[config.mk]
export PLATFORM = sky130hd
export DESIGN_NAME = priority_ready_queue_scheduler
export DESIGN_NICKNAME = d
export VERILOG_FILES = /design/src/rtl/core/prqs_pkg.sv /design/src/rtl/core/prqs_store.sv /design/src/rtl/core/prqs_cfg.sv /design/src/rtl/core/prqs_core.sv /design/src/rtl/core/priority_ready_queue_scheduler.sv
export SDC_FILE = /design/constraint.sdc
export NUM_CORES = 1
export LEC_CHECK = 0
export ABC_AREA = 1
export BUFFER_PORTS_ARGS = -buffer_cell sky130_fd_sc_hd__buf_2
export CAP_MARGIN = 5
export CORE_ASPECT_RATIO = 0.75
export CORE_MARGIN = 1
export CORE_UTILIZATION = 55
export CTS_CLUSTER_DIAMETER = 150
export DETAILED_ROUTE_END_ITERATION = 10
export GPL_ROUTABILITY_DRIVEN = 0
export PLACE_DENSITY = 0.84
export SYNTH_ARGS = -nofsm -noshare
export SYNTH_HDL_FRONTEND = slang
export SYNTH_SLANG_ARGS = --single-unit
export TNS_END_PERCENT = 30
[constraint.sdc]
create_clock -name clk -period 3.8 [get_ports clk]
set_input_delay 0.76 -clock clk [delete_from_list [all_inputs] [get_ports clk]]
set_output_delay 0.76 -clock clk [all_outputs]
set_load 0.005 [all_outputs]
[src/rtl/core/prqs_pkg.sv]
package prqs_pkg;

  localparam int ENTRY_W = 5;
  localparam logic [15:0] SLICE_RESET = 16'd100;
  localparam logic [2:0] ADDR_TIME_SLICE = 3'd0;

  typedef enum logic [1:0] {
    REQ_READY = 2'd0,
    REQ_TICK  = 2'd1,
    REQ_BLOCK = 2'd2
  } req_code_t;

  localparam logic [1:0] LVL_IDLE = 2'd0;
  localparam logic [1:0] LVL_USER = 2'd1;
  localparam logic [1:0] LVL_SYS  = 2'd2;
  localparam logic [1:0] LVL_IRQ  = 2'd3;

  typedef enum logic [2:0] {
    S_IDLE,
    S_PUT_NEW,
    S_PUT_CUR,
    S_READ,
    S_LOAD
  } state_t;

  typedef struct packed {
    logic [1:0] req_type;
    logic [3:0] thread_id;
    logic [1:0] thread_priority;
    logic       thread_round_robin;
  } req_t;

  typedef struct packed {
    logic       switched;
    logic [3:0] prev_thread;
    logic [3:0] running_thread;
    logic [1:0] running_priority;
    logic       dropped;
  } rsp_t;

endpackage

[src/rtl/core/prqs_store.sv]
module prqs_store #(
  parameter int ADDR_W  = 6,
  parameter int ENTRIES = 48
) (
  input  logic                         clk,
  input  logic                         we,
  input  logic                         re,
  input  logic [ADDR_W-1:0]            addr,
  input  logic [prqs_pkg::ENTRY_W-1:0] wdata,
  output logic [prqs_pkg::ENTRY_W-1:0] rdata
);

  logic [prqs_pkg::ENTRY_W-1:0] mem [0:ENTRIES-1];

  always_ff @(posedge clk) begin
    if (we) begin
      mem[addr] <= wdata;
    end
    if (re) begin
      rdata <= mem[addr];
    end
  end

endmodule

[src/rtl/core/prqs_cfg.sv]
module prqs_cfg (
  input  logic        clk,
  input  logic        rst,
  input  logic        psel,
  input  logic        penable,
  input  logic        pwrite,
  input  logic [2:0]  paddr,
  input  logic [31:0] pwdata,
  output logic [31:0] prdata,
  output logic [15:0] time_slice_ticks
);

  always_ff @(posedge clk) begin
    if (rst) begin
      time_slice_ticks <= prqs_pkg::SLICE_RESET;
    end else if (psel && penable && pwrite && paddr == prqs_pkg::ADDR_TIME_SLICE) begin
      time_slice_ticks <= pwdata[15:0];
    end
  end

  assign prdata = (paddr == prqs_pkg::ADDR_TIME_SLICE) ? {16'd0, time_slice_ticks} : 32'd0;

endmodule

[src/rtl/core/prqs_core.sv]
module prqs_core #(
  parameter int QUEUE_DEPTH = 16,
  parameter int PW          = $clog2(QUEUE_DEPTH),
  parameter int CW          = $clog2(QUEUE_DEPTH + 1)
) (
  input  logic                         clk,
  input  logic                         rst,
  input  logic                         start,
  input  prqs_pkg::req_t               req,
  input  logic [15:0]                  time_slice_ticks,
  output logic                         busy,
  output logic                         done,
  output prqs_pkg::rsp_t               rsp,
  output logic                         mem_we,
  output logic                         mem_re,
  output logic [PW+1:0]                mem_addr,
  output logic [prqs_pkg::ENTRY_W-1:0] mem_wdata,
  input  logic [prqs_pkg::ENTRY_W-1:0] mem_rdata
);

  localparam logic [CW-1:0] FULL    = CW'(QUEUE_DEPTH);
  localparam logic [PW:0]   DEPTH_X = (PW + 1)'(QUEUE_DEPTH);
  localparam logic [PW-1:0] LAST    = PW'(QUEUE_DEPTH - 1);

  prqs_pkg::state_t state, state_next;
  prqs_pkg::req_t   item, item_next;
  prqs_pkg::rsp_t   rsp_next;

  logic [PW-1:0] heads      [0:2];
  logic [PW-1:0] heads_next [0:2];
  logic [CW-1:0] counts      [0:2];
  logic [CW-1:0] counts_next [0:2];

  logic [3:0]  cur_id, cur_id_next;
  logic [1:0]  cur_lvl, cur_lvl_next;
  logic        cur_rr, cur_rr_next;
  logic [15:0] slice_left, slice_left_next;
  logic [3:0]  prev, prev_next;
  logic        dropped, dropped_next;
  logic        enq_cur, enq_cur_next;
  logic        disp, disp_next;
  logic [1:0]  sel, sel_next;
  logic        done_next;

  always_ff @(posedge clk) begin
    if (rst) begin
      state      <= prqs_pkg::S_IDLE;
      done       <= 1'b0;
      cur_id     <= '0;
      cur_lvl    <= prqs_pkg::LVL_IDLE;
      cur_rr     <= 1'b0;
      slice_left <= '0;
      for (int i = 0; i < 3; i++) begin
        heads[i]  <= '0;
        counts[i] <= '0;
      end
    end else begin
      state      <= state_next;
      done       <= done_next;
      cur_id     <= cur_id_next;
      cur_lvl    <= cur_lvl_next;
      cur_rr     <= cur_rr_next;
      slice_left <= slice_left_next;
      heads      <= heads_next;
      counts     <= counts_next;
    end
  end

  always_ff @(posedge clk) begin
    item    <= item_next;
    rsp     <= rsp_next;
    prev    <= prev_next;
    dropped <= dropped_next;
    enq_cur <= enq_cur_next;
    disp    <= disp_next;
    sel     <= sel_next;
  end

  always_comb begin
    logic       put_en;
    logic [1:0] put_q;
    logic [4:0] put_data;
    logic [PW:0] pos;
    logic       fin;
    logic       sw;
    logic       is_ready;
    logic       preempt;
    logic       expire;

    state_next      = state;
    item_next       = item;
    rsp_next        = rsp;
    prev_next       = prev;
    dropped_next    = dropped;
    enq_cur_next    = enq_cur;
    disp_next       = disp;
    sel_next        = sel;
    heads_next      = heads;
    counts_next     = counts;
    cur_id_next     = cur_id;
    cur_lvl_next    = cur_lvl;
    cur_rr_next     = cur_rr;
    slice_left_next = slice_left;
    done_next       = 1'b0;
    mem_we          = 1'b0;
    mem_re          = 1'b0;
    mem_addr        = '0;
    mem_wdata       = '0;
    put_en          = 1'b0;
    put_q           = '0;
    put_data        = '0;
    pos             = '0;
    fin             = 1'b0;
    sw              = 1'b0;
    is_ready        = 1'b0;
    preempt         = 1'b0;
    expire          = 1'b0;

    case (state)
      prqs_pkg::S_IDLE: begin
        if (start) begin
          item_next    = req;
          prev_next    = cur_id;
          dropped_next = 1'b0;
          is_ready = req.req_type == prqs_pkg::REQ_READY &&
                     req.thread_priority != prqs_pkg::LVL_IDLE;
          preempt  = is_ready &&
                     ((req.thread_priority == prqs_pkg::LVL_IRQ &&
                       cur_lvl != prqs_pkg::LVL_IRQ) ||
                      (req.thread_priority != prqs_pkg::LVL_IRQ &&
                       cur_lvl == prqs_pkg::LVL_IDLE));
          expire   = req.req_type == prqs_pkg::REQ_TICK && cur_rr &&
                     slice_left[15:1] == 15'd0;
          enq_cur_next = (preempt || expire) && cur_lvl != prqs_pkg::LVL_IDLE;
          disp_next    = preempt || expire || req.req_type == prqs_pkg::REQ_BLOCK;
          if (req.req_type == prqs_pkg::REQ_TICK && cur_rr && !expire) begin
            slice_left_next = slice_left - 16'd1;
          end
          if (expire) begin
            slice_left_next = '0;
          end
          if (is_ready) begin
            state_next = prqs_pkg::S_PUT_NEW;
          end else if (enq_cur_next) begin
            state_next = prqs_pkg::S_PUT_CUR;
          end else if (disp_next) begin
            state_next = prqs_pkg::S_READ;
          end else begin
            fin = 1'b1;
          end
        end
      end
      prqs_pkg::S_PUT_NEW: begin
        put_en   = 1'b1;
        put_q    = item.thread_priority - 2'd1;
        put_data = {item.thread_round_robin, item.thread_id};
        if (enq_cur) begin
          state_next = prqs_pkg::S_PUT_CUR;
        end else if (disp) begin
          state_next = prqs_pkg::S_READ;
        end else begin
          fin = 1'b1;
        end
      end
      prqs_pkg::S_PUT_CUR: begin
        put_en     = 1'b1;
        put_q      = cur_lvl - 2'd1;
        put_data   = {cur_rr, cur_id};
        state_next = prqs_pkg::S_READ;
      end
      prqs_pkg::S_READ: begin
        // Pick the highest non-empty level and issue the head read.
        if (counts[2] != '0) begin
          sel_next = prqs_pkg::LVL_IRQ;
        end else if (counts[1] != '0) begin
          sel_next = prqs_pkg::LVL_SYS;
        end else if (counts[0] != '0) begin
          sel_next = prqs_pkg::LVL_USER;
        end else begin
          sel_next = prqs_pkg::LVL_IDLE;
        end
        if (sel_next == prqs_pkg::LVL_IDLE) begin
          cur_id_next     = '0;
          cur_lvl_next    = prqs_pkg::LVL_IDLE;
          cur_rr_next     = 1'b0;
          slice_left_next = time_slice_ticks;
          sw  = 1'b1;
          fin = 1'b1;
        end else begin
          put_q    = sel_next - 2'd1;
          mem_re   = 1'b1;
          mem_addr = {put_q, heads[put_q]};
          heads_next[put_q]  = (heads[put_q] == LAST) ? '0 : heads[put_q] + PW'(1);
          counts_next[put_q] = counts[put_q] - CW'(1);
          state_next = prqs_pkg::S_LOAD;
        end
      end
      prqs_pkg::S_LOAD: begin
        cur_id_next     = mem_rdata[3:0];
        cur_rr_next     = mem_rdata[4];
        cur_lvl_next    = sel;
        slice_left_next = time_slice_ticks;
        sw  = 1'b1;
        fin = 1'b1;
      end
      default: begin
        state_next = prqs_pkg::S_IDLE;
      end
    endcase

    // Append at the tail, or drop and flag when the queue is full.
    if (put_en) begin
      if (counts[put_q] == FULL) begin
        dropped_next = 1'b1;
      end else begin
        pos = {1'b0, heads[put_q]} + (PW + 1)'(counts[put_q]);
        if (pos >= DEPTH_X) begin
          pos = pos - DEPTH_X;
        end
        mem_we    = 1'b1;
        mem_addr  = {put_q, pos[PW-1:0]};
        mem_wdata = put_data;
        counts_next[put_q] = counts[put_q] + CW'(1);
      end
    end

    if (fin) begin
      state_next                = prqs_pkg::S_IDLE;
      done_next                 = 1'b1;
      rsp_next.switched         = sw;
      rsp_next.prev_thread      = prev_next;
      rsp_next.running_thread   = cur_id_next;
      rsp_next.running_priority = cur_lvl_next;
      rsp_next.dropped          = dropped_next;
    end
  end

  assign busy = state != prqs_pkg::S_IDLE;

  a_port_excl: assert property (@(posedge clk) disable iff (rst) mem_we |-> !mem_re)
    else $error("store written and read in one cycle");

  a_load_order: assert property (@(posedge clk) disable iff (rst)
    state == prqs_pkg::S_LOAD |-> $past(state) == prqs_pkg::S_READ)
    else $error("load without a head read");

  a_idle_cur: assert property (@(posedge clk) disable iff (rst)
    cur_lvl == prqs_pkg::LVL_IDLE |-> cur_id == 4'd0 && !cur_rr)
    else $error("idle level with a non-idle thread");

  a_count_max: assert property (@(posedge clk) disable iff (rst)
    counts[0] <= FULL && counts[1] <= FULL && counts[2] <= FULL)
    else $error("queue count beyond depth");

endmodule

[src/rtl/core/priority_ready_queue_scheduler.sv]
// Channel   Direction  Handshake                  Payload
// request   in         start && !busy             req  (prqs_pkg::req_t)
// result    out        done, one cycle, no stall  rsp  (prqs_pkg::rsp_t)
// config    in         psel & penable & pwrite    pwdata, paddr (APB, pready tied high)
//
// From acceptance to its result strobe, an item steps in order through the queue store
// accesses it needs (new-thread append, preempted-thread append, head read) and, after a
// head read of a non-empty level, a load of the read data; the single-port store serializes them.
// A tick that only counts down, or an ignored request, reports on the next cycle.
// Synchronous active-high reset empties all queues and makes idle thread 0 current.
// The result cannot be stalled; busy holds off new transactions while one is in flight.
module priority_ready_queue_scheduler #(
  parameter int QUEUE_DEPTH = 16
) (
  input  logic                clk,
  input  logic                rst,
  // request transaction
  input  logic                start,
  input  prqs_pkg::req_t      req,
  output logic                busy,
  // result transaction
  output logic                done,
  output prqs_pkg::rsp_t      rsp,
  // configuration
  input  logic                psel,
  input  logic                penable,
  input  logic                pwrite,
  input  logic [2:0]          paddr,
  input  logic [31:0]         pwdata,
  output logic [31:0]         prdata,
  output logic                pready
);

  localparam int PW      = $clog2(QUEUE_DEPTH);
  localparam int ENTRIES = 3 * (1 << PW);

  logic [15:0]                  time_slice_ticks;
  logic                         mem_we;
  logic                         mem_re;
  logic [PW+1:0]                mem_addr;
  logic [prqs_pkg::ENTRY_W-1:0] mem_wdata;
  logic [prqs_pkg::ENTRY_W-1:0] mem_rdata;

  assign pready = 1'b1;

  // Hold the slice length register.
  prqs_cfg u_cfg (
    .clk              (clk),
    .rst              (rst),
    .psel             (psel),
    .penable          (penable),
    .pwrite           (pwrite),
    .paddr            (paddr),
    .pwdata           (pwdata),
    .prdata           (prdata),
    .time_slice_ticks (time_slice_ticks)
  );

  // Sequence appends, head reads and dispatch over the store.
  prqs_core #(
    .QUEUE_DEPTH (QUEUE_DEPTH)
  ) u_core (
    .clk              (clk),
    .rst              (rst),
    .start            (start),
    .req              (req),
    .time_slice_ticks (time_slice_ticks),
    .busy             (busy),
    .done             (done),
    .rsp              (rsp),
    .mem_we           (mem_we),
    .mem_re           (mem_re),
    .mem_addr         (mem_addr),
    .mem_wdata        (mem_wdata),
    .mem_rdata        (mem_rdata)
  );

  // Keep all three level queues in one store, addressed {level - 1, slot}.
  prqs_store #(
    .ADDR_W  (PW + 2),
    .ENTRIES (ENTRIES)
  ) u_store (
    .clk   (clk),
    .we    (mem_we),
    .re    (mem_re),
    .addr  (mem_addr),
    .wdata (mem_wdata),
    .rdata (mem_rdata)
  );

endmodule
; ---- Word level (Yosys, flattened, before mapping)
; Memory sizes are Yosys's and may differ from the RTL's. A register that Yosys moved wholly into a read port is not among the register bits.
; Index checks and enable logic that the tools add are counted.
[op_classes]
n_addsub = 9
n_mul = 0
div = 0
order_cmp = 5
eq_ne = 17
n_shift = 0
muxes = 83
bitwise_logic = 4
reduce_logical = 38
[op_table]
columns = cell, count
row1 = $mux W16, 5
row2 = $mux W15, 4
row3 = $pmux W16 S3, 1
row4 = $mux W4, 10
row5 = $mux W5, 8
row6 = $bwmux W15, 2
row7 = $mux W6, 4
row8 = $mux W1, 21
row9 = $mux W3, 7
row10 = $bmux W5 S2, 2
row11 = $demux W5 S2, 2
row12 = $bmux W4 S2, 2
row13 = $sub A16 B1 Y16 const B, 1
row14 = $logic_not A15 Y1, 1
row15 = $pmux W3 S5, 1
row16 = $reduce_bool A5 Y1, 3
row17 = $logic_and A1 B1 Y1, 13
row18 = $bwmux W12, 1
row19 = $mux W2, 5
row20 = $pmux W5 S2, 1
row21 = $demux W4 S2, 1
row22 = $ne A2 B2 Y1 const B, 4
row23 = $pmux W4 S2, 1
row24 = $eq A3 B2 Y1 const B, 2
row25 = other kinds (34), 54
[totals]
regBits = 98
latch_bits = 0
mem_bits_rw = 240
rom_bits = 0
inputBits = 50
out_inout_bits = 47
word_cells = 183
n_memories = 1
[mem_list]
columns = name, words, width, read_ports, rd_clocked_by_memory_dff, wr, line_no
row1 = u_store.mem, 48, 5, 1, 1, 1, prqs_store.sv:13  ; logic [prqs_pkg::ENTRY_W-1:0] mem [0:ENTRIES-1];

; ---- Logic depth before layout (Yosys ltp)
; Gate-level depths: netlist of the first run.
[depth]
word_depth = 17
ltp_mapped = 29
ltp_nobuf = 27

; ---- Hierarchy
; From an unflattened synthesis of the first run, not the netlist that was laid out.
[unflattened]
hier_cells = 1804
hier_area_um2 = 16316.9
[modules_own_cells]
columns = module, n_inst, cells_each, area_each_um2, seq_area_each_um2
row1 = prqs_store, 1, 967, 10395.0, 7357.1
row2 = prqs_core, 1, 680, 4939.7, 1871.8
row3 = prqs_cfg, 1, 155, 970.9, 320.3
row4 = priority_ready_queue_scheduler, 1, 2, 11.3, 0.0

; ---- Worst setup path after synthesis of the first run
; No wires, ideal clock.
[synth_path]
path_type = reg-to-reg
from = reg u_core.counts[9] (netlist name)
to = mem u_store.mem[41][0] (netlist name) (enable)
setup_ps = 340
arrival_time_ps = 3683
required_time_ps = 3460
path_slack_ps = -222
stages_incl_launch_ff = 22
n_path_buf = 2
period_less_slack_ps = 4022
path_cell_list = dfxtp_1 -> inv_1 -> nand3_1 -> nor3_1 -> a21oi_2 -> ha_1 -> nand2_2 -> nand2_2 -> buf_6 -> nor2_1 -> inv_1 -> o221a_2 -> ha_1 -> fa_1 -> xnor2_1 -> inv_1 -> nand3_1 -> nand2_1 -> nor2_1 -> buf_2 -> nand3_1 -> nor2_1
[synth_via]
elab_chain_len = 16
elab_cells_between_ends = 32
cone_classes = add/sub: 3 / order compare: 1 / eq/ne: 1 / mux: 23 / bitwise: 2 / reduce/logical: 2
[synth_rtl]
columns = item, line_no
row1 = "start, declared", prqs_core.sv:31  ; logic [CW-1:0] counts [0:2];
row2 = "start signal, assigned", prqs_core.sv:65  ; counts <= counts_next;
row3 = $reduce_bool A5 Y1, prqs_core.sv:175  ; end else if (counts[1] != '0) begin
row4 = $mux W2, prqs_core.sv:175
row5 = $mux W2, prqs_core.sv:173  ; if (counts[2] != '0) begin
row6 = $mux W2, prqs_core.sv:119  ; case (state)
row7 = $sub A2 B1 Y2 / $logic_not A2 Y1 (equally long branches), "prqs_core.sv:190, prqs_core.sv:182"
row8 = $mux W2, prqs_core.sv:182  ; if (sel_next == prqs_pkg::LVL_IDLE) begin
row9 = $pmux W2 S3, prqs_core.sv:119
row10 = $not A2 Y3 (implied by the code), "prqs_core.sv:213, prqs_core.sv:216"
row11 = $bmux W4 S2 / $bmux W5 S2 (equally long branches), "prqs_core.sv:216, prqs_core.sv:213"
row12 = $mux W4 (implied by the code) / $mux W5 (equally long branches) (2 in a row), "prqs_core.sv:216, prqs_core.sv:213"
row13 = $add A4 B5 Y5 / $eq A5 B5 Y1 (equally long branches), "prqs_core.sv:216, prqs_core.sv:213"
row14 = $sub A4 B1 Y4 (tied with other cells), prqs_core.sv:218  ; pos = pos - DEPTH_X;
row15 = $mux W4 / $mux W1 (equally long branches), "prqs_core.sv:217, prqs_core.sv:212"
row16 = $mux W6 / $mux W1 (equally long branches), "prqs_core.sv:213, prqs_store.sv:16"
row17 = $mux W6 / $mux W1 (equally long branches), "prqs_core.sv:212, prqs_store.sv:17"
row18 = "end, declared", prqs_store.sv:13
; Several ways; a longest one is shown, not always the timed one. The select of a mux whose other input is x is not followed.

; ---- Worst setup path after layout of the first run
[layout_path]
from = reg u_core.counts[10] (netlist name)
to = reg u_store.rdata[0] (netlist name), read port of u_store.mem, data pin
[layout_via]
elab_chain_len = 17
elab_cells_between_ends = 31
cone_classes = add/sub: 3 / order compare: 1 / eq/ne: 1 / mux: 22 / bitwise: 2 / reduce/logical: 2
[layout_rtl]
columns = item, line_no
row1 = $reduce_bool A5 Y1, prqs_core.sv:177  ; end else if (counts[0] != '0) begin
row2 = $mux W1, prqs_core.sv:177
row3 = $mux W2, prqs_core.sv:175
row4 = $mux W2, prqs_core.sv:173
row5 = $mux W2, prqs_core.sv:119
row6 = $sub A2 B1 Y2 / $logic_not A2 Y1 (equally long branches), "prqs_core.sv:190, prqs_core.sv:182"
row7 = $mux W2, prqs_core.sv:182
row8 = $pmux W2 S3, prqs_core.sv:119
row9 = $not A2 Y3 (implied by the code), "prqs_core.sv:213, prqs_core.sv:216"
row10 = $bmux W4 S2 / $bmux W5 S2 (equally long branches), "prqs_core.sv:216, prqs_core.sv:213"
row11 = $mux W4 (implied by the code) / $mux W5 (equally long branches) (2 in a row), "prqs_core.sv:216, prqs_core.sv:213"
row12 = $add A4 B5 Y5, prqs_core.sv:216  ; pos = {1'b0, heads[put_q]} + (PW + 1)'(counts[put_q]);
row13 = $sub A4 B1 Y4 / $ge A5 B5 Y1 (equally long branches), "prqs_core.sv:218, prqs_core.sv:217"
row14 = $mux W4, prqs_core.sv:217  ; if (pos >= DEPTH_X) begin
row15 = $mux W6, prqs_core.sv:213  ; if (counts[put_q] == FULL) begin
row16 = $mux W6, prqs_core.sv:212  ; if (put_en) begin
row17 = "end, declared", prqs_store.sv:10  ; output logic [prqs_pkg::ENTRY_W-1:0] rdata
; Several ways; a longest one is shown, not always the timed one. The select of a mux whose other input is x is not followed.
; A chain may end at the register's enable or synchronous reset.

==> results of run 1 <==
==> flip-flops by register name, indices dropped and copies added (netlist names), 3 cells and up <==
signal	cells
u_store.rdata	5
u_store.mem	240
u_core.cur_id	4
u_cfg.time_slice_ticks	16
u_core.item	7
u_core.state	3
u_core.prev	4
u_core.slice_left	16
u_core.rsp	12
u_core.heads	12
u_core.counts	15
==> power groups by stage <==
stage / logic (W) / clock network [W] / registers [W]
detailed placement: 0.00891 / 0 / 0.00482
CTS: 0.00932 / 0.00328 / 0.00476
finish: 0.0107 / 0.00324 / 0.00477
floorplan: 0.00602 / 0 / 0.00479
global placement: 0.00863 / 0 / 0.00481
global route: 0.0114 / 0.00341 / 0.00479
==> kinds of logic (layout without fill, tap and decap cells) <==
family / count (synthesis) / in the layout / share of synthesized area (%)
and+or+nand+nor: 820 / 820 / 22.0
DFF: 343 / 343 / 59.5
buffers and inverters: 291 / 472 / 7.86
AOI/OAI and AO/OA: 234 / 234 / 8.76
xor gates and xnor gates: 14 / 14 / 0.763
adders and majority gates: 10 / 10 / 0.826
muxes: 4 / 4 / 0.280
other: 2 / 17 / 0.0468
==> repair_timing <==
item / 4_1_cts / 5_1_grt
endpoints found under the hold margin: 0 / 0
pin swaps: 27 / 74
setup endpoints to repair: 245 / 245
buffers inserted: 7 / 11
resized for setup: 36 / 114
==> through the flow <==
step                utilization, %  area (um^2)  power, W  setup WS [ns]  instances
finish                        69.9        19900    0.0187         -0.238       2299
global route                  69.9        19900    0.0197         -0.350       2299
CTS                           68.1        19300    0.0174        -0.0288       2288
detailed placement            63.7        18100    0.0137         -0.347       2223
global placement              63.7        18100    0.0134         -0.128       2223
floorplan                        -        16500    0.0108        -0.0909       1733
==> cell usage after synthesis (5+ instances only) <==
library cell  count
xor2_1           11
nor2_1          140
inv_2             9
a21oi_1          77
nand3_1         126
nand2_2           8
o211ai_2          6
o21ai_0          71
nand3b_1         27
or2_1             6
buf_4            21
edfxtp_1        268
nand2_1         470
o211ai_1         31
buf_6             6
nor3_1           10
inv_1           191
dfxtp_1          75
a221oi_1          5
ha_1              9
o21ai_1          15
clkbuf_1         29
nand4_1          14
buf_2            31
a311oi_1          6
==> final cells by class <==
| class | instances | area [um^2] |
|---|---|---|
| tap | 385 | 482 |
| fill | 1871 | 8530 |
| timing repair buffer | 210 | 1740 |
| clock buffer | 36 | 858 |
| inverter | 203 | 785 |
| sequential | 343 | 9560 |
| clock inverter | 23 | 195 |
| multi-input combinational | 1099 | 6230 |
==> layer usage <==
metal	routed length, um	track usage, %	vias to the layer above
li1	-	-	6085
met5	0	0	-
met2	19400	42.1	822
met1	17100	38.4	6204
met3	4340	4.89	146
met4	1470	10.1	0
==> how the worst max path moves through the flow <==
| stage | from | cells after the start | to | slack, ns |
|---|---|---|---|---|
| 2_1_floorplan | u_core.counts[11]$_SDFF_PP0_ | 20 | u_store.mem[20][0]$_DFFE_PP_ | -0.09 |
| 3_3_place_gp | u_core.counts[5]$_SDFF_PP0_ | 25 | u_store.rdata[4]$_DFFE_PP_ | -0.13 |
| 3_5_place_dp | u_core.counts[5]$_SDFF_PP0_ | 21 | u_store.mem[7][4]$_DFFE_PP_ | -0.35 |
| 4_1_cts | u_core.counts[5]$_SDFF_PP0_ | 23 | u_store.mem[10][1]$_DFFE_PP_ | -0.03 |
| 5_1_grt | u_core.state[0]$_SDFFE_PP0P_ | 24 | u_store.mem[0][0]$_DFFE_PP_ | -0.35 |
| 6_report | u_core.counts[10]$_SDFF_PP0_ | 26 | u_store.rdata[0]$_DFFE_PP_ | -0.24 |
==> results.md, run 1 <==
* Hold_sp: req[4]
* MaxCap Viol Count at 0
* Post-DP HPWL at 26500 um
* Slew Limit Fails at 0
* Yosys reg bits at 343
* Grt total ovfl at 0
* CP Data Required Time at 4.09 ns
* Syn Std Cell Area at 16100 um^2
* CTS buffer count at 34
* Pwr dens at 943 nW/um^2
* Largest cells by area after synthesis: edfxtp_1 (50%), nand2_1 (11%), dfxtp_1 (9.3%)
* Outcome: complete, but fails checks
* Sw Pwr at 0.00840 W
* Prevailing post-synth register cell: edfxtp_1
* Part of the power in registers at 25.5%
* DR WL/cell at 18.4 um
* Crit. End Element: register
* Standard-cell row count at 53
* Antenna-violating nets left at 0
* Combinational power share at 57.2%
* Clock network fraction of design power at 17.3%
* Worst-Margin Slew at 1.18 ns
* Post-synth EDFFs at 268
* Die W at 199 um
* Core area at 28400 um^2
* Vias after detailed routing at 13257
* Ant diodes at 0
* Initial antenna violation count at 0
* Hold Path Class: input port to register
* Drt pass-1 iters at 7
* R2R Path Start: u_core.counts[10]$_SDFF_PP0_
* Worst hold endpoint: u_core.item[4]$_DFFE_PP_
* DRC viols at 0
* Switching share of power at 44.9%
* Layout cell share with drive strength beyond 1 at 24.1%
* RR Endpoint: u_store.rdata[0]$_DFFE_PP_
* Failing checks: negative setup slack
* Detailed Route WL at 42300 um
* Hold_ws at 0.405 ns
* CTS tree: done
* Setup WS post-layout at -0.238 ns
* Cells after Synth at 1718
* CP peak stage delay at 0.33 ns
* H-Tree Depth at 2
* Worst-path maximum fanout at 6
* Drt first-iter violations at 1583
* Layout Skew at 0.0427 ns
* Unique masters post-synth at 54
* Area Overhead vs Synth at 23.6%
* Vias per cell at 5.77
* Yosys warnings at 0
* Final setup viols at 235
* LEAKAGE at 8.12 nW
* CP Buf/Inv Count at 2
* Syn Area/Cell at 9.35 um^2
* Critical path startpoint category: register
* Period minus WS final at 4.04 ns
* Worst reg-to-reg setup slack at -0.24 ns
* Most common cell after layout, fill and taps aside: nand2_1
* Root Buffer: clkbuf_16
* RSZ-0062 raised after global routing: true
* Most frequent cells in the layout: nand2_1 (435), edfxtp_1 (268), inv_1 (187), nand3_1 (108), buf_4 (107)
* Max_slew headroom at 20.9%
* Number of I/O pins at 97
* Final worst path period share at 106%
* CP top delay family: simple AND/OR/NAND/NOR gates
* Starting density of the core at 56.6%
* CTS clk-pin slew, worst paths at 0.06 ns
* Worst path most repeated cell: nand2_2
* Arrival time worst endpoint at 4.32 ns
* Most area-hungry cell type in the Yosys netlist: edfxtp_1
* Via count of the first global-routing pass at 12049
* Peak supply drop at 1080 uV
* Die ar. at 29900 um^2
* Critical path's slowest cell: dfxtp_2
* Largest net degree at the start of global routing at 66
* F_max at 248 MHz
* Post-route setup TNS at -27.27 ns
* Asr flop ratio synth at 0%
* Sequential share of the synthesized area at 59.5%
* Die Y-Extent at 150 um
* Final Hold Vio Count at 0
* Max clock buf depth at 3
* Post-CTS Hold Buffers at 0
* Share of the synthesized area in the top cell type at 50.1%
* Final nets at 1951
* Crit path kind: register to register
* Gr usage total at 27.2%
* Port Buffers at 63
* WHS Path Cells at 1
* CTS Sinks at 343
* First-pass GRT wire length at 62400 um
* Cell Int Power at 0.0103 W
* Worst Reg-to-Reg Cells at 26
* Worst-skew pair later-pin latency at 0.54 ns
Power figures use the tool's default switching activity.
==> inputs of run 2 (changes only) <==
--- a/config.mk
+++ b/config.mk
@@ -11,10 +11,10 @@
 export CORE_ASPECT_RATIO = 0.75
 export CORE_MARGIN = 1
 export CORE_UTILIZATION = 55
-export CTS_CLUSTER_DIAMETER = 150
+export CTS_CLUSTER_SIZE = 14
 export DETAILED_ROUTE_END_ITERATION = 10
 export GPL_ROUTABILITY_DRIVEN = 0
-export PLACE_DENSITY = 0.84
+export PLACE_DENSITY = 0.8
 export SYNTH_ARGS = -nofsm -noshare
 export SYNTH_HDL_FRONTEND = slang
 export SYNTH_SLANG_ARGS = --single-unit
==> results.md, run 2 (synthesized netlist as in run 1, its figures left out) <==
* Arrival time worst endpoint at 4.33 ns
* Die W at 199 um
* Critical path startpoint category: register
* Final Hold Vio Count at 0
* Slew Limit Fails at 0
* Period minus WS final at 4.05 ns
* Post-DP Area at 18100 um^2
* CP Buf/Inv Count at 4
* RSZ-0062 raised after global routing: true
* Sw Pwr at 0.00830 W
* Worst reg-to-reg setup slack at -0.25 ns
* Combinational power share at 56.0%
* LEAKAGE at 8.21 nW
* Port Buffers at 63
* Cell Int Power at 0.0105 W
* Met1 Use GR at 38.9%
* Layout cell share with drive strength beyond 1 at 23.3%
* Grt total ovfl at 0
* Final nets at 1958
* Largest Register: u_store.mem
* Critical Path Stages at 28
* Max_slew headroom at 38.5%
* Crit. End Element: register
* Worst-skew pair later-pin latency at 0.54 ns
* Core area at 28400 um^2
* Initial antenna violation count at 0
* Post-DP HPWL at 26200 um
* Worst slack, placed at -0.337 ns
* Drt first-iter violations at 1554
* Die Y-Extent at 150 um
* CTS buffer count at 34
* Via count of the first global-routing pass at 12348
* Crit path kind: register to register
* Largest regs: u_store.mem: 240 flops, u_cfg.time_slice_ticks: 16 flops, u_core.slice_left: 16 flops
* Final setup viols at 246
* CP top delay family: simple AND/OR/NAND/NOR gates
* Layout fillers at 1904
* First-pass GRT wire length at 64100 um
* CTS tree: done
* Design Area, Final at 20000 um^2
* H-Tree Depth at 2
* Standard-cell row count at 53
* Vias per cell at 5.66
* Critical path's slowest cell: dfxtp_2
* Worst-Margin Slew at 0.920 ns
* Layout Skew at 0.0184 ns
* Most frequent cells in the layout: nand2_1 (438), edfxtp_1 (268), inv_1 (189), nand3_1 (110), buf_4 (106)
* GR peak layer: met2
* Final worst path period share at 106%
* Worst path most repeated cell: nand2_2
* DR WL/cell at 18.3 um
* Largest net degree at the start of global routing at 66
* GRT met3 Usage at 5.52%
* Switching share of power at 44.2%
* Number of flip-flops under the largest register name at 240
* Multi-input gate area at 6180 um^2
* Detailed Route WL at 42200 um
* Most common cell after layout, fill and taps aside: nand2_1
* CTS clk-pin slew, worst paths at 0.06 ns
* Worst-path maximum fanout at 7
* Pwr dens at 938 nW/um^2
* Hold Path Class: input port to register
* Ant diodes at 0
* Sequential cell area at 9550 um^2
* CP peak stage delay at 0.33 ns
* Failing checks: negative setup slack
* WHS Path Cells at 1
* F_max at 247 MHz
* MaxCap Viol Count at 0
* Max clock buf depth at 3
* Vias after detailed routing at 13061
* Drt pass-1 iters at 6
* Worst Reg-to-Reg Cells at 28
* Number of I/O pins at 97
* Setup WS post-layout at -0.245 ns
* CTS Sinks at 343
* DRC viols at 0
* CP Data Required Time at 4.09 ns
* Die ar. at 29900 um^2
* Part of the power in registers at 25.3%
* Peak supply drop at 686 uV
* Area Overhead vs Synth at 24.8%
* Starting density of the core at 56.6%
* GR Layer Usage met2 at 44.0%
* Clock network fraction of design power at 18.7%
* Root Buffer: clkbuf_16
* Antenna-violating nets left at 0
* Outcome: complete, but fails checks
* Gr usage total at 28.1%
* Final Power at 0.0188 W
==> run 2: changes by cell type in the layout (fill, tap and decap cells not counted), moves of 4 or more <==
cell | before | now
clkbuf_1 | 2 | 8
nor2_4 | 50 | 55
clkinv_1 | 10 | 6
nor2_2 | 15 | 8
o21ai_2 | 10 | 5
o21ai_1 | 7 | 11
==> run 2: per-layer routing <==
layer | routed length [um] | part of all wire [%]
met1 | 17100 | 40
met2 | 19600 | 46
met3 | 4280 | 10
met4 | 1260 | 3.0
met5 | 0 | 0
==> run 2: cell type report <==
type	instances	share of cell area, %
Multi-Input combinational cell	1099	30.9
Clock buffer	43	4.52
Inverter	203	3.91
Sequential cell	343	47.7
Timing Repair Buffer	217	9.48
Clock inverter	17	1.16
Tap cell	385	2.40
==> run 2: worst paths after layout <==
path                                               start                                     end
hold / removal                                    req[6]                u_core.item[6]$_DFFE_PP_
hold reg to reg   u_cfg.time_slice_ticks[3]$_SDFFE_PP0P_  u_cfg.time_slice_ticks[3]$_SDFFE_PP0P_
setup / recovery            u_core.counts[10]$_SDFF_PP0_              u_store.rdata[3]$_DFFE_PP_
setup reg to reg            u_core.counts[10]$_SDFF_PP0_              u_store.rdata[3]$_DFFE_PP_
==> run 2: through the flow <==
step | instances | setup TNS, ns | hold slack [ns] | util [%]
finish | 2307 | -42.22 | 0.399 | 70.6
global route | 2307 | -74.02 | 0.396 | 70.6
global placement | 2226 | -45.78 | 0.455 | 63.8
CTS | 2295 | -1.94 | 0.388 | 69.0
floorplan | 1733 | -7.37 | 0.438 | -
detailed placement | 2226 | -60.13 | 0.461 | 63.8
==> run 2: what timing repair did <==
| action | in CTS | in global routing |
|---|---|---|
| setup buffers | 9 | 11 |
| endpoints found under the setup margin | 245 | 248 |
| pin swaps | 24 | 56 |
| hold buffers | 0 | 0 |
| cloned | 1 | 2 |
| resized for setup | 60 | 78 |
==> run 2: worst reg2reg max path: cells and delay by family (launching register included) <==
kind	cells	cell delay [ns]
simple gates	17	1.79
compound gates	4	0.52
buf+inv	4	0.50
fa+ha+maj	2	0.40
flops	1	0.33
xor+xnor	1	0.24
==> run 2: power groups by stage <==
stage	Sequential (W)	Combinational, W	Clock (W)
detailed placement	0.00481	0.00903	0
CTS	0.00474	0.00963	0.00354
global placement	0.00480	0.00879	0
global route	0.00477	0.0114	0.00368
finish	0.00475	0.0105	0.00351
floorplan	0.00479	0.00602	0
